File: src/sv/sjfp_pkg.sv
// Shared constants and control types for the shortest-job-first picker.
`timescale 1ns / 1ps

package sjfp_pkg;

    // Default sizes
    localparam int DEPTH_DEF     = 16;
    localparam int PID_BITS_DEF  = 8;
    localparam int TIME_BITS_DEF = 16;

    // Exit state of the leaving task
    localparam logic [1:0] EXIT_READY    = 2'd0;
    localparam logic [1:0] EXIT_BLOCKED  = 2'd1;
    localparam logic [1:0] EXIT_FINISHED = 2'd2;
    localparam logic [1:0] EXIT_INVALID  = 2'd3;

    // Disposition codes reported with each result
    localparam int DISP_W = 3;
    localparam logic [DISP_W-1:0] DISP_NONE     = 3'd0;
    localparam logic [DISP_W-1:0] DISP_READY    = 3'd1;
    localparam logic [DISP_W-1:0] DISP_BLOCKED  = 3'd2;
    localparam logic [DISP_W-1:0] DISP_FINISHED = 3'd3;
    localparam logic [DISP_W-1:0] DISP_BAD      = 3'd4;

    // Commands from controller to datapath
    typedef struct packed {
        logic accept;       // capture item, push if ready, restart the walk
        logic scan_step;    // read next entry, keep the least remaining time
        logic shift_start;  // point the walk just past the chosen entry
        logic shift_step;   // move one entry down over the gap
        logic finish;       // load the result register, drop the chosen entry
    } ctl_cmd_t;

    // Status from datapath to controller
    typedef struct packed {
        logic walk_done;    // no read pending and no entry left to visit
        logic out_free;     // result register empty or being taken
    } ctl_status_t;

endpackage

File: src/sv/sjfp_ctrl.sv
// Controller state machine for the shortest-job-first picker.
`timescale 1ns / 1ps

module sjfp_ctrl (
    input  logic                 clk,
    input  logic                 rst_n,
    input  logic                 in_valid,
    output logic                 in_stall,
    input  sjfp_pkg::ctl_status_t status,
    output sjfp_pkg::ctl_cmd_t    cmd
);
    import sjfp_pkg::*;

    typedef enum logic [3:0] {
        S_IDLE   = 4'b0001,
        S_SCAN   = 4'b0010,
        S_SHIFT  = 4'b0100,
        S_FINISH = 4'b1000
    } ctl_state_t;

    ctl_state_t state_reg;
    ctl_state_t state_next;

    // Take an item only while idle
    assign in_stall = (state_reg != S_IDLE);

    // Sequence one call: scan, close the gap, deliver
    always_comb
    begin
        state_next = state_reg;
        cmd        = '0;
        case (state_reg)
            S_IDLE:
            begin
                if (in_valid)
                begin
                    cmd.accept = 1'b1;
                    state_next = S_SCAN;
                end
            end
            S_SCAN:
            begin
                cmd.scan_step = 1'b1;
                if (status.walk_done)
                begin
                    cmd.shift_start = 1'b1;
                    state_next      = S_SHIFT;
                end
            end
            S_SHIFT:
            begin
                cmd.shift_step = 1'b1;
                if (status.walk_done)
                begin
                    state_next = S_FINISH;
                end
            end
            S_FINISH:
            begin
                if (status.out_free)
                begin
                    cmd.finish = 1'b1;
                    state_next = S_IDLE;
                end
            end
            default:
            begin
                state_next = S_IDLE;
            end
        endcase
    end

    // Hold state
    always_ff @(posedge clk or negedge rst_n)
    begin
        if (!rst_n)
        begin
            state_reg <= S_IDLE;
        end
        else
        begin
            state_reg <= state_next;
        end
    end

endmodule

File: src/sv/sjfp_datapath.sv
// Datapath of the shortest-job-first picker: ready list memory, scan and result register.
`timescale 1ns / 1ps

module sjfp_datapath #(
    parameter int DEPTH     = sjfp_pkg::DEPTH_DEF,
    parameter int PID_BITS  = sjfp_pkg::PID_BITS_DEF,
    parameter int TIME_BITS = sjfp_pkg::TIME_BITS_DEF
) (
    input  logic                            clk,
    input  logic                            rst_n,
    input  sjfp_pkg::ctl_cmd_t              cmd,
    output sjfp_pkg::ctl_status_t           status,
    input  logic                            cur_valid,
    input  logic [1:0]                      cur_state,
    input  logic [PID_BITS-1:0]             cur_pid,
    input  logic [TIME_BITS-1:0]            cur_remaining,
    output logic                            out_valid,
    input  logic                            out_stall,
    output logic                            sel_valid,
    output logic [PID_BITS-1:0]             sel_pid,
    output logic [TIME_BITS-1:0]            sel_remaining,
    output logic [sjfp_pkg::DISP_W-1:0]     disposition,
    output logic                            overflow
);
    import sjfp_pkg::*;

    localparam int IDX_W   = (DEPTH > 1) ? $clog2(DEPTH) : 1;
    localparam int CNT_W   = $clog2(DEPTH + 1);
    localparam int ENTRY_W = PID_BITS + TIME_BITS;
    localparam logic [CNT_W-1:0] DEPTH_CNT = CNT_W'(DEPTH);

    // Ready list, arrival order, pid above remaining time
    logic [ENTRY_W-1:0] mem [DEPTH];
    logic [ENTRY_W-1:0] rdata_reg;

    logic [CNT_W-1:0]     cnt_reg, cnt_next;
    logic [CNT_W-1:0]     ptr_reg, ptr_next;
    logic [CNT_W-1:0]     idx_d_reg, idx_d_next;
    logic                 rd_pend_reg, rd_pend_next;
    logic                 found_reg, found_next;
    logic [IDX_W-1:0]     best_idx_reg, best_idx_next;
    logic [PID_BITS-1:0]  best_pid_reg, best_pid_next;
    logic [TIME_BITS-1:0] best_rem_reg, best_rem_next;
    logic [DISP_W-1:0]    disp_reg, disp_next;
    logic                 ovf_reg, ovf_next;

    logic                 out_valid_reg, out_valid_next;
    logic                 sel_valid_reg;
    logic [PID_BITS-1:0]  sel_pid_reg;
    logic [TIME_BITS-1:0] sel_rem_reg;
    logic [DISP_W-1:0]    sel_disp_reg;
    logic                 sel_ovf_reg;

    logic                 push;
    logic                 ptr_in_list;
    logic                 we;
    logic [IDX_W-1:0]     waddr;
    logic [ENTRY_W-1:0]   wdata;
    logic [CNT_W-1:0]     gap_idx;
    logic [PID_BITS-1:0]  rd_pid;
    logic [TIME_BITS-1:0] rd_rem;

    assign rd_pid      = rdata_reg[ENTRY_W-1:TIME_BITS];
    assign rd_rem      = rdata_reg[TIME_BITS-1:0];
    assign ptr_in_list = (ptr_reg < cnt_reg);
    assign push        = cmd.accept && cur_valid && (cur_state == EXIT_READY)
                         && (cnt_reg < DEPTH_CNT);
    assign gap_idx     = idx_d_reg - CNT_W'(1);

    assign status.walk_done = !ptr_in_list && !rd_pend_reg;
    assign status.out_free  = !out_valid_reg || !out_stall;

    // Classify the leaving task
    always_comb
    begin
        disp_next = disp_reg;
        ovf_next  = ovf_reg;
        if (cmd.accept)
        begin
            ovf_next = 1'b0;
            if (!cur_valid)
            begin
                disp_next = DISP_NONE;
            end
            else
            begin
                case (cur_state)
                    EXIT_READY:
                    begin
                        disp_next = DISP_READY;
                        ovf_next  = (cnt_reg >= DEPTH_CNT);
                    end
                    EXIT_BLOCKED:  disp_next = DISP_BLOCKED;
                    EXIT_FINISHED: disp_next = DISP_FINISHED;
                    EXIT_INVALID:  disp_next = DISP_BAD;
                    default:       disp_next = DISP_BAD;
                endcase
            end
        end
    end

    // Walk pointer, pending read and best-so-far
    always_comb
    begin
        ptr_next      = ptr_reg;
        idx_d_next    = ptr_reg;
        rd_pend_next  = (cmd.scan_step || cmd.shift_step) && ptr_in_list;
        found_next    = found_reg;
        best_idx_next = best_idx_reg;
        best_pid_next = best_pid_reg;
        best_rem_next = best_rem_reg;
        cnt_next      = cnt_reg;

        if (cmd.accept)
        begin
            ptr_next      = '0;
            found_next    = 1'b0;
            best_idx_next = '0;
            best_pid_next = '0;
            best_rem_next = '0;
            if (push)
            begin
                cnt_next = cnt_reg + CNT_W'(1);
            end
        end
        else if (cmd.shift_start)
        begin
            ptr_next = CNT_W'(best_idx_reg) + CNT_W'(1);
        end
        else if ((cmd.scan_step || cmd.shift_step) && ptr_in_list)
        begin
            ptr_next = ptr_reg + CNT_W'(1);
        end

        // Keep the least remaining time; strict compare keeps the oldest tie
        if (cmd.scan_step && rd_pend_reg)
        begin
            if (!found_reg || (rd_rem < best_rem_reg))
            begin
                found_next    = 1'b1;
                best_idx_next = idx_d_reg[IDX_W-1:0];
                best_pid_next = rd_pid;
                best_rem_next = rd_rem;
            end
        end

        if (cmd.finish && found_reg)
        begin
            cnt_next = cnt_reg - CNT_W'(1);
        end
    end

    // Memory write: append on push, move down while closing the gap
    always_comb
    begin
        we    = 1'b0;
        waddr = cnt_reg[IDX_W-1:0];
        wdata = {cur_pid, cur_remaining};
        if (push)
        begin
            we = 1'b1;
        end
        else if (cmd.shift_step && rd_pend_reg)
        begin
            we    = 1'b1;
            waddr = gap_idx[IDX_W-1:0];
            wdata = rdata_reg;
        end
    end

    always_ff @(posedge clk)
    begin
        if (we)
        begin
            mem[waddr] <= wdata;
        end
        rdata_reg <= mem[ptr_reg[IDX_W-1:0]];
    end

    // Result register handshake
    always_comb
    begin
        out_valid_next = out_valid_reg;
        if (cmd.finish)
        begin
            out_valid_next = 1'b1;
        end
        else if (!out_stall)
        begin
            out_valid_next = 1'b0;
        end
    end

    // Control registers
    always_ff @(posedge clk or negedge rst_n)
    begin
        if (!rst_n)
        begin
            cnt_reg       <= '0;
            ptr_reg       <= '0;
            rd_pend_reg   <= 1'b0;
            found_reg     <= 1'b0;
            out_valid_reg <= 1'b0;
        end
        else
        begin
            cnt_reg       <= cnt_next;
            ptr_reg       <= ptr_next;
            rd_pend_reg   <= rd_pend_next;
            found_reg     <= found_next;
            out_valid_reg <= out_valid_next;
        end
    end

    // Payload registers
    always_ff @(posedge clk)
    begin
        idx_d_reg    <= idx_d_next;
        best_idx_reg <= best_idx_next;
        best_pid_reg <= best_pid_next;
        best_rem_reg <= best_rem_next;
        disp_reg     <= disp_next;
        ovf_reg      <= ovf_next;
        if (cmd.finish)
        begin
            sel_valid_reg <= found_reg;
            sel_pid_reg   <= best_pid_reg;
            sel_rem_reg   <= best_rem_reg;
            sel_disp_reg  <= disp_reg;
            sel_ovf_reg   <= ovf_reg;
        end
    end

    assign out_valid     = out_valid_reg;
    assign sel_valid     = sel_valid_reg;
    assign sel_pid       = sel_pid_reg;
    assign sel_remaining = sel_rem_reg;
    assign disposition   = sel_disp_reg;
    assign overflow      = sel_ovf_reg;

endmodule

File: src/sv/shortest_job_first_picker.sv
// Top level of the shortest-job-first picker: controller and datapath.
//
// Usage: each input item is one scheduler call, offered on in_valid with
// cur_valid, cur_state, cur_pid and cur_remaining; the block takes it when
// in_valid is high and in_stall is low. A task leaving as ready is appended
// to a ready list of DEPTH entries held in a single-port-read memory. The
// block then walks the list one entry a cycle to find the least remaining
// time (oldest wins a tie), walks again to move later entries down over the
// gap, and delivers exactly one result item on out_valid / out_stall.
// The block takes no new item until the last one's result is loaded; the pace
// of both walks is set by the memory's one read per cycle.
// The result sits in an output register: the next item is taken and worked
// on while a result waits, and only the final load waits for out_stall.
// Reset clears the list count and the control state; list contents need no
// clearing since only entries below the count are read.
`timescale 1ns / 1ps

module shortest_job_first_picker #(
    parameter int DEPTH     = sjfp_pkg::DEPTH_DEF,
    parameter int PID_BITS  = sjfp_pkg::PID_BITS_DEF,
    parameter int TIME_BITS = sjfp_pkg::TIME_BITS_DEF
) (
    input  logic                        clk,
    input  logic                        rst_n,
    input  logic                        in_valid,
    output logic                        in_stall,
    input  logic                        cur_valid,
    input  logic [1:0]                  cur_state,
    input  logic [PID_BITS-1:0]         cur_pid,
    input  logic [TIME_BITS-1:0]        cur_remaining,
    output logic                        out_valid,
    input  logic                        out_stall,
    output logic                        sel_valid,
    output logic [PID_BITS-1:0]         sel_pid,
    output logic [TIME_BITS-1:0]        sel_remaining,
    output logic [sjfp_pkg::DISP_W-1:0] disposition,
    output logic                        overflow
);
    import sjfp_pkg::*;

    ctl_cmd_t    cmd;
    ctl_status_t status;

    sjfp_ctrl u_ctrl (
        .clk      (clk),
        .rst_n    (rst_n),
        .in_valid (in_valid),
        .in_stall (in_stall),
        .status   (status),
        .cmd      (cmd)
    );

    sjfp_datapath #(
        .DEPTH     (DEPTH),
        .PID_BITS  (PID_BITS),
        .TIME_BITS (TIME_BITS)
    ) u_datapath (
        .clk           (clk),
        .rst_n         (rst_n),
        .cmd           (cmd),
        .status        (status),
        .cur_valid     (cur_valid),
        .cur_state     (cur_state),
        .cur_pid       (cur_pid),
        .cur_remaining (cur_remaining),
        .out_valid     (out_valid),
        .out_stall     (out_stall),
        .sel_valid     (sel_valid),
        .sel_pid       (sel_pid),
        .sel_remaining (sel_remaining),
        .disposition   (disposition),
        .overflow      (overflow)
    );

endmodule

File: config.mk
export PLATFORM = sky130hd
export DESIGN_NAME = shortest_job_first_picker
export DESIGN_NICKNAME = d
export VERILOG_FILES = /design/src/sv/sjfp_pkg.sv /design/src/sv/sjfp_ctrl.sv /design/src/sv/sjfp_datapath.sv /design/src/sv/shortest_job_first_picker.sv
export SDC_FILE = /design/constraint.sdc
export NUM_CORES = 1
export LEC_CHECK = 0
export ABC_CLOCK_PERIOD_IN_PS = 7600
export BUFFER_PORTS_ARGS = -buffer_cell sky130_fd_sc_hd__buf_4
export CORE_MARGIN = 1
export CORE_UTILIZATION = 50
export DETAILED_ROUTE_END_ITERATION = 8
export PLACE_DENSITY = 0.66
export SYNTH_ARGS = -nofsm -noshare
export SYNTH_HDL_FRONTEND = slang
export SYNTH_SLANG_ARGS = --single-unit
File: constraint.sdc
create_clock -name clk -period 7.6 [get_ports clk]
set_input_delay 0.38 -clock clk [delete_from_list [all_inputs] [get_ports clk]]
set_output_delay 0.38 -clock clk [all_outputs]
set_load 0.03 [all_outputs]
==> results of run 1 <==
worst max-delay path, delay by kind of cell (launching register included):
kind / cells / cell delay (ns)
flops: 1 / 0.59
compound gates: 1 / 0.26
simple gates: 4 / 2.10
buf+inv: 1 / 0.42
worst paths after layout:
check	to	slack, ns	cells after the start
max in group asynchronous	u_ctrl.state_reg[0]	7.12	2
worst max-delay path	u_datapath.mem[8][7]	3.88	6
min in group asynchronous	u_datapath.idx_d_next[2]	0.22	2
worst max register to register	u_datapath.mem[8][7]	3.88	6
worst min register to register	u_datapath.disposition[2]	0.42	0
worst min-delay path	u_datapath.out_valid	0.05	3
per-layer routing:
metal	share of wire (%)	vias to the layer above	track usage, %
met5	0	-	0
met4	1.9	0	5.398
met3	5.4	60	3.142
met2	49	284	33.49
met1	43	4936	29.51
li1	-	4145	-
synth_stat cells (all sizes together), types with 3 or more instances:
cell	n
clkbuf	17
nor3	6
nor2	44
mux4	120
mux2i	18
a31oi	8
nand3	8
o21ai	16
nor4b	3
mux2	18
xnor2	5
ha	28
xor2	3
a21o	4
nand3b	3
o21a	3
nand2	87
dfxtp	56
inv	36
edfxtp	417
dfrtp	16
buf	24
and2	3
a21oi	13
nor2b	5
what timing repair did:
action / 4_1_cts / 5_1_grt
gates resized for setup: 0 / 0
buffers inserted: 0 / 0
hold buffers: 1 / 0
endpoints found under the hold margin: 17 / 0
endpoints found under the setup margin: 0 / 0
logic make-up after synthesis:
family / share of synthesized area, %
flops: 73.62
simple gates: 3.915
mux: 16.28
buf+inv: 1.755
compound gates: 2.121
fa+ha+maj: 1.938
xor+xnor: 0.3667
power by group:
| group | internal [uW] | switching [uW] |
|---|---|---|
| Sequential | 3120 | 213 |
| Clock | 1340 | 976 |
| Combinational | 822 | 742 |
| Total | 5280 | 1930 |
layout make-up:
type / instances / area (um2)
inverters: 37 / 138.9
flip-flops and latches: 490 / 14080
multi-input cells: 423 / 4771
clock inverters: 29 / 260.3
clock buffers: 60 / 1287
repair buffers: 95 / 715.7
diodes: 1 / 2.502
well taps: 511 / 639.4
fillers: 2853 / 15770
metrics by stage:
stage	power, uW	worst slack, ns	instance area [um2]	hold slack [ns]	std cells
2_1_floorplan	4558	3.910	19110	0.08441	991
3_3_place_gp	4965	3.891	20330	0.2635	1555
3_5_place_dp	4979	3.871	20330	0.2650	1555
4_1_cts	7287	3.843	21890	0.03377	1645
5_1_grt	7532	3.630	21890	0.04728	1645
6_report	7209	3.884	21890	0.04938	1646
==> results.py, run 1 <==
metrics = {
    "min_path": {
        "worstHoldPathType": "in -> reg",
        "min-delay-start": "out_stall",
    },
    "synthesis": {
        "syn-instance-count": 991,
        "dominantRegCellSynth": "sky130_fd_sc_hd__edfxtp_1",
        "synth_seq_cells": 490,
        "ys_seq_area_share_pct": 73.62,
        "yosysWarningCount": 0,
        "synth_top_area_share_pct": 65.52,
        "synth_nets": 1051,
        "netlist_area_um2": 19110,
        "post_synth_main_area_contributors": "sky130_fd_sc_hd__edfxtp_1 (66%), sky130_fd_sc_hd__mux4_2 (14%), sky130_fd_sc_hd__dfxtp_1 (5.9%), sky130_fd_sc_hd__dfrtp_1 (2.1%), sky130_fd_sc_hd__ha_1 (1.8%)",
        "synth_edf_count": 417,
        "synth_top_cell_by_area": "sky130_fd_sc_hd__edfxtp_1",
        "netlist-cell-type-count": 53,
        "syn_avg_cell_area_um2": 19.28,
        "asr_flop_ratio_synth_pct": 3.469,
    },
    "grt": {
        "grt_antenna_before_repair": 1,
        "grt_start_max_net_pins": 55,
        "grt_overflow": 0,
        "total_routing_usage_gr_pct": 20.66,
        "global_route_wire_length_before_repair_mm": 58.00,
        "first_global_vias": 9240,
    },
    "clock_network": {
        "tritoncts.num_buffers": 48,
        "cts.clk_slew.worst_paths_ns": 0.06,
        "clockRootBuffer": "sky130_fd_sc_hd__clkbuf_16",
        "ctsHtreeMaxLevel": 2,
        "cts_tree": "yes",
        "insertion_delay_ns": 0.57,
        "clock_sinks": 490,
        "cts-root-to-sink-buffers": 3,
    },
    "place": {
        "buffer_ports.inserted": 61,
        "post_dp_hpwl_mm": 21.81,
        "gp_congestion": 0.7748,
    },
    "job": {
        "drv.max_cap_violation_count": 0,
    },
    "setup_path": {
        "startpoint_type": "flip-flop",
        "worst_ep_required_time_ns": 7.85,
        "worst_ep_arrival_time_ns": 3.96,
        "timing.critical_path.fanout_max": 20,
        "setup.worst_path.end_class": "flip-flop",
        "critical_path.slowest_cell": "sky130_fd_sc_hd__nor2_2",
        "critical-path-max-stage-delay_ns": 0.70,
        "critPathKind": "reg -> reg",
        "reg2reg_from": "u_ctrl.state_reg[0]",
        "cp_cell_sequence": "nor4b_1, nand2_1, or3_1, o21a_1, nor2_2, buf_4",
        "worstSetupStartpoint": "u_ctrl.state_reg[0]",
    },
    "floorplan": {
        "placement_rows": 71,
        "die_area_um2": 39010,
        "core_area_um2": 37670,
        "dieWidth_um": 197.5,
        "fp.dieH_um": 197.5,
        "pin_count": 62,
        "start_util_pct": 50.74,
    },
    "drt": {
        "detail_route.vias_per_cell": 5.726,
        "firstDrtPassIters": 6,
        "route.detailed.drc": 0,
        "via_count": 9425,
        "ant_nets": 0,
        "wl_mm": 38.79,
        "drt-initial-drc-count": 749,
        "wl_per_cell_um": 23.57,
    },
    "timing": {
        "timing.clock.skew_ns": 0.01898,
        "finalSetupTns_ns": 0,
        "layout_min_cycle_time_ns": 3.716,
        "grt_setup_unrepaired": "no",
        "final_hold_viol_count": 0,
        "report.final.slew_viol_count": 0,
        "final_min_period_over_clock_period_pct": 48.90,
        "worst_slew_margin_rel_pct": 26.71,
        "max_clock_freq_mhz": 269.1,
        "setup-violations-final": 0,
        "worstMarginPinSlew_ns": 1.097,
    },
    "layout": {
        "most-common-layout-cells": "sky130_fd_sc_hd__edfxtp_1 (417), sky130_fd_sc_hd__mux4_2 (120), sky130_fd_sc_hd__buf_4 (94)",
        "nNetsFinal": 1155,
        "final_core_utilization_pct": 58.13,
        "largest_register_ff_count": 384,
        "layout-area-overhead-vs-synth_pct": 14.56,
        "drive_gt1_share_pct": 29.28,
        "layout.cells.most_common": "sky130_fd_sc_hd__edfxtp_1",
    },
    "power_and_ir_drop": {
        "peakVddDrop_v": 0.0001764,
        "cellLeakagePower_uw": 0.007454,
        "power.density_cell_area_nw_per_um2": 329.3,
    },
    "run_status": {
        "run_status": "finished clean",
    },
}
No activity file was read; power rests on OpenSTA's default activity.
==> run 2: changes to the inputs <==
--- a/config.mk
+++ b/config.mk
@@ -5,7 +5,8 @@
 export SDC_FILE = /design/constraint.sdc
 export NUM_CORES = 1
 export LEC_CHECK = 0
-export ABC_CLOCK_PERIOD_IN_PS = 7600
+export ABC_AREA = 1
+export ABC_CLOCK_PERIOD_IN_PS = 3600
 export BUFFER_PORTS_ARGS = -buffer_cell sky130_fd_sc_hd__buf_4
 export CORE_MARGIN = 1
 export CORE_UTILIZATION = 50
==> constraint.sdc (replaced) <==
create_clock -name clk -period 3.6 [get_ports clk]
set_input_delay 0.18 -clock clk [delete_from_list [all_inputs] [get_ports clk]]
set_output_delay 0.18 -clock clk [all_outputs]
set_load 0.03 [all_outputs]
==> results.py, run 2 <==
metrics = {
    "place": {
        "buffer_ports.inserted": 61,
        "post_dp_hpwl_mm": 27.61,
        "gp_congestion": 0.8308,
        "post-place-ws_ns": 0.5137,
    },
    "floorplan": {
        "core_area_um2": 38740,
        "pin_count": 62,
        "start_util_pct": 50.73,
        "fp.dieH_um": 200.2,
        "die_area_um2": 40100,
        "dieWidth_um": 200.2,
        "placement_rows": 72,
    },
    "layout": {
        "largest_register_ff_count": 384,
        "sequential_cell_area_um2": 14080,
        "fillCellCount": 3114,
        "layout.cells.most_common": "sky130_fd_sc_hd__edfxtp_1",
        "antenna_cells_inserted": 0,
        "multi_input_area_um2": 5041,
        "most-common-layout-cells": "sky130_fd_sc_hd__edfxtp_1 (417), sky130_fd_sc_hd__nand2_1 (249), sky130_fd_sc_hd__nor2_1 (139)",
        "nNetsFinal": 1630,
        "layout-area-overhead-vs-synth_pct": 13.98,
        "drive_gt1_share_pct": 12.61,
    },
    "synthesis": {
        "post_synth_most_frequent_cells": "sky130_fd_sc_hd__edfxtp_1 (417), sky130_fd_sc_hd__nand2_1 (249), sky130_fd_sc_hd__nor2_1 (148), sky130_fd_sc_hd__o21ai_0 (106)",
        "synth_top_area_share_pct": 63.72,
        "ys_seq_area_share_pct": 71.60,
        "asr_flop_ratio_synth_pct": 3.469,
        "synth_top_cell_by_area": "sky130_fd_sc_hd__edfxtp_1",
        "syn-instance-count": 1509,
        "muxShareOfSynthArea_pct": 4.126,
        "dominant_combinational_cell_family_by_area_after_synthesis": "simple AND/OR/NAND/NOR gates",
        "netlist_area_um2": 19650,
        "synthSimpleGateAreaFrac_pct": 10.70,
        "synth_edf_count": 417,
        "synth_compound_area_share_pct": 8.106,
        "post_synthesis_share_of_cell_area_spent_on_xor_and_xnor_gates_pct": 0.2229,
        "dominantRegCellSynth": "sky130_fd_sc_hd__edfxtp_1",
        "synth_adder_area_share_pct": 1.885,
        "synth_seq_cells": 490,
        "post_synth_main_area_contributors": "sky130_fd_sc_hd__edfxtp_1 (64%), sky130_fd_sc_hd__dfxtp_1 (5.7%), sky130_fd_sc_hd__nand2_1 (4.8%), sky130_fd_sc_hd__mux2i_1 (4.1%), sky130_fd_sc_hd__o221ai_1 (3.6%)",
        "netlist-cell-type-count": 43,
        "yosysWarningCount": 0,
        "synth_nets": 1569,
        "syn_avg_cell_area_um2": 13.02,
        "post-synth-top-count-cell": "sky130_fd_sc_hd__edfxtp_1",
    },
    "setup_path": {
        "setup.worst_path.end_class": "flip-flop",
        "critical-path-max-stage-delay_ns": 0.60,
        "startpoint_type": "flip-flop",
        "cp_cell_sequence": "inv_2, nand2_2, nor3_4, nand2_2, inv_2, o21ai_1, nand2_1, nor2_2, buf_12",
        "critPathTopFamily": "simple AND/OR/NAND/NOR gates",
        "critical_path.slowest_cell": "sky130_fd_sc_hd__dfstp_2",
        "count_of_buffer_and_inverter_cells_on_the_critical_path": 3,
        "worst_ep_arrival_time_ns": 3.40,
        "timing.critical_path.fanout_max": 16,
        "critPathKind": "reg -> reg",
        "worst_ep_required_time_ns": 3.88,
    },
    "timing": {
        "final_hold_viol_count": 0,
        "worst_slew_margin_rel_pct": 22.26,
        "final_min_period_over_clock_period_pct": 86.47,
        "setup-violations-final": 0,
        "grt_setup_unrepaired": "no",
        "max_clock_freq_mhz": 321.2,
        "final.setup.worst_slack_ns": 0.4870,
        "layout_min_cycle_time_ns": 3.113,
        "timing.clock.skew_ns": 0.01676,
        "report.final.slew_viol_count": 0,
        "worstMarginPinSlew_ns": 1.165,
    },
    "clock_network": {
        "cts-root-to-sink-buffers": 3,
        "tritoncts.num_buffers": 49,
        "cts_tree": "yes",
        "insertion_delay_ns": 0.58,
        "clock_sinks": 490,
        "clockRootBuffer": "sky130_fd_sc_hd__clkbuf_16",
        "ctsHtreeMaxLevel": 2,
        "cts.clk_slew.worst_paths_ns": 0.06,
        "post-cts-setup-buffer-count": 0,
    },
    "drt": {
        "firstDrtPassIters": 5,
        "met3_length_mm": 3.067,
        "met2_wire_length_mm": 21.52,
        "route.detailed.drc": 0,
        "via_count": 12046,
        "detail_route.vias_per_cell": 5.661,
        "route.top_layer_used": "met4",
        "drt-initial-drc-count": 1225,
        "wl_per_cell_um": 21.48,
        "met1_length_mm": 19.98,
        "ant_nets": 0,
        "wl_mm": 45.71,
    },
    "grt": {
        "first_global_vias": 11962,
        "total_routing_usage_gr_pct": 23.24,
        "grt_start_max_net_pins": 195,
        "grt_overflow": 0,
        "global_route_wire_length_before_repair_mm": 70.84,
        "grt_antenna_before_repair": 0,
    },
    "run_status": {
        "run_status": "finished clean",
    },
    "power_and_ir_drop": {
        "cellLeakagePower_uw": 0.008029,
        "report.power.total_uw": 14640,
        "peakVddDrop_v": 0.0005009,
        "power.density_cell_area_nw_per_um2": 653.5,
    },
    "job": {
        "drv.max_cap_violation_count": 0,
    },
    "min_path": {
        "worstHoldPathType": "in -> reg",
    },
}
run 2: cells by family after synthesis:
| logic type | Yosys count |
|---|---|
| multiplexers | 81 |
| flip-flops | 490 |
| AND/OR/NAND/NOR | 505 |
| buffers and inverters | 164 |
| AO/OA/AOI/OAI | 235 |
| XOR/XNOR | 5 |
| adder cells (fa/ha/maj) | 29 |
run 2: metal layers:
metal  track usage (%)  up-vias
met3             3.173       70
met1             32.63     5898
li1                  -     5637
met4             8.077        0
met2             37.33      441
met5                 0        -
run 2: power by group:
group	switching (uW)	total (uW)	internal, uW	leakage [uW]
Sequential	446	6990	6550	0.00444
Combinational	1860	2820	959	0.00284
Clock	2060	4820	2760	0.000753
Total	4370	14600	10300	0.00803
run 2: final timing paths:
path | from | end | slack, ns | cells after the start
min in group asynchronous | rst_n | u_ctrl.state_reg[0] | 0.08 | 2
worst min register to register | u_datapath.disp_reg[1] | u_datapath.disposition[1] | 0.42 | 0
max in group asynchronous | rst_n | u_datapath.idx_d_next[1] | 2.24 | 3
worst max register to register | u_ctrl.state_reg[0] | u_datapath.mem[11][20] | 0.49 | 9
worst max-delay path | u_ctrl.state_reg[0] | u_datapath.mem[11][20] | 0.49 | 9
worst min-delay path | cur_state[0] | u_datapath.disp_reg[2] | 0.03 | 4
run 2: tightest hold or removal path, cell delays in order:
cell                      delay [ns]
sky130_fd_sc_hd__buf_4          0.09
sky130_fd_sc_hd__ha_1           0.13
sky130_fd_sc_hd__nand2_1        0.05
sky130_fd_sc_hd__inv_1          0.05
run 2: timing repair:
action,4_1_cts,5_1_grt
endpoints found under the hold margin,24,0
resized for setup,0,0
hold buffers,5,0
endpoints found under the setup margin,0,0
run 2: cell type report:
type | instances | share of cell area (%)
Clock inverter | 16 | 0.3575
Sequential cell | 490 | 62.86
Clock buffer | 75 | 6.458
Multi-Input combinational cell | 855 | 22.51
Tap cell | 518 | 2.894
Inverter | 78 | 1.313
Timing Repair Buffer | 96 | 3.609
run 2: through the flow:
stage               util [%]  hold slack, ns  TNS, ns  instance area, um2  std cells
detailed placement     53.75         0.06583        0               20820       2032
global placement       53.75         0.06244        0               20820       2032
floorplan                  -         -0.1156   -4.802               19660       1509
global route           57.82         0.05864        0               22400       2128
finish                 57.82         0.03342        0               22400       2128
CTS                    57.82         0.01408        0               22400       2128
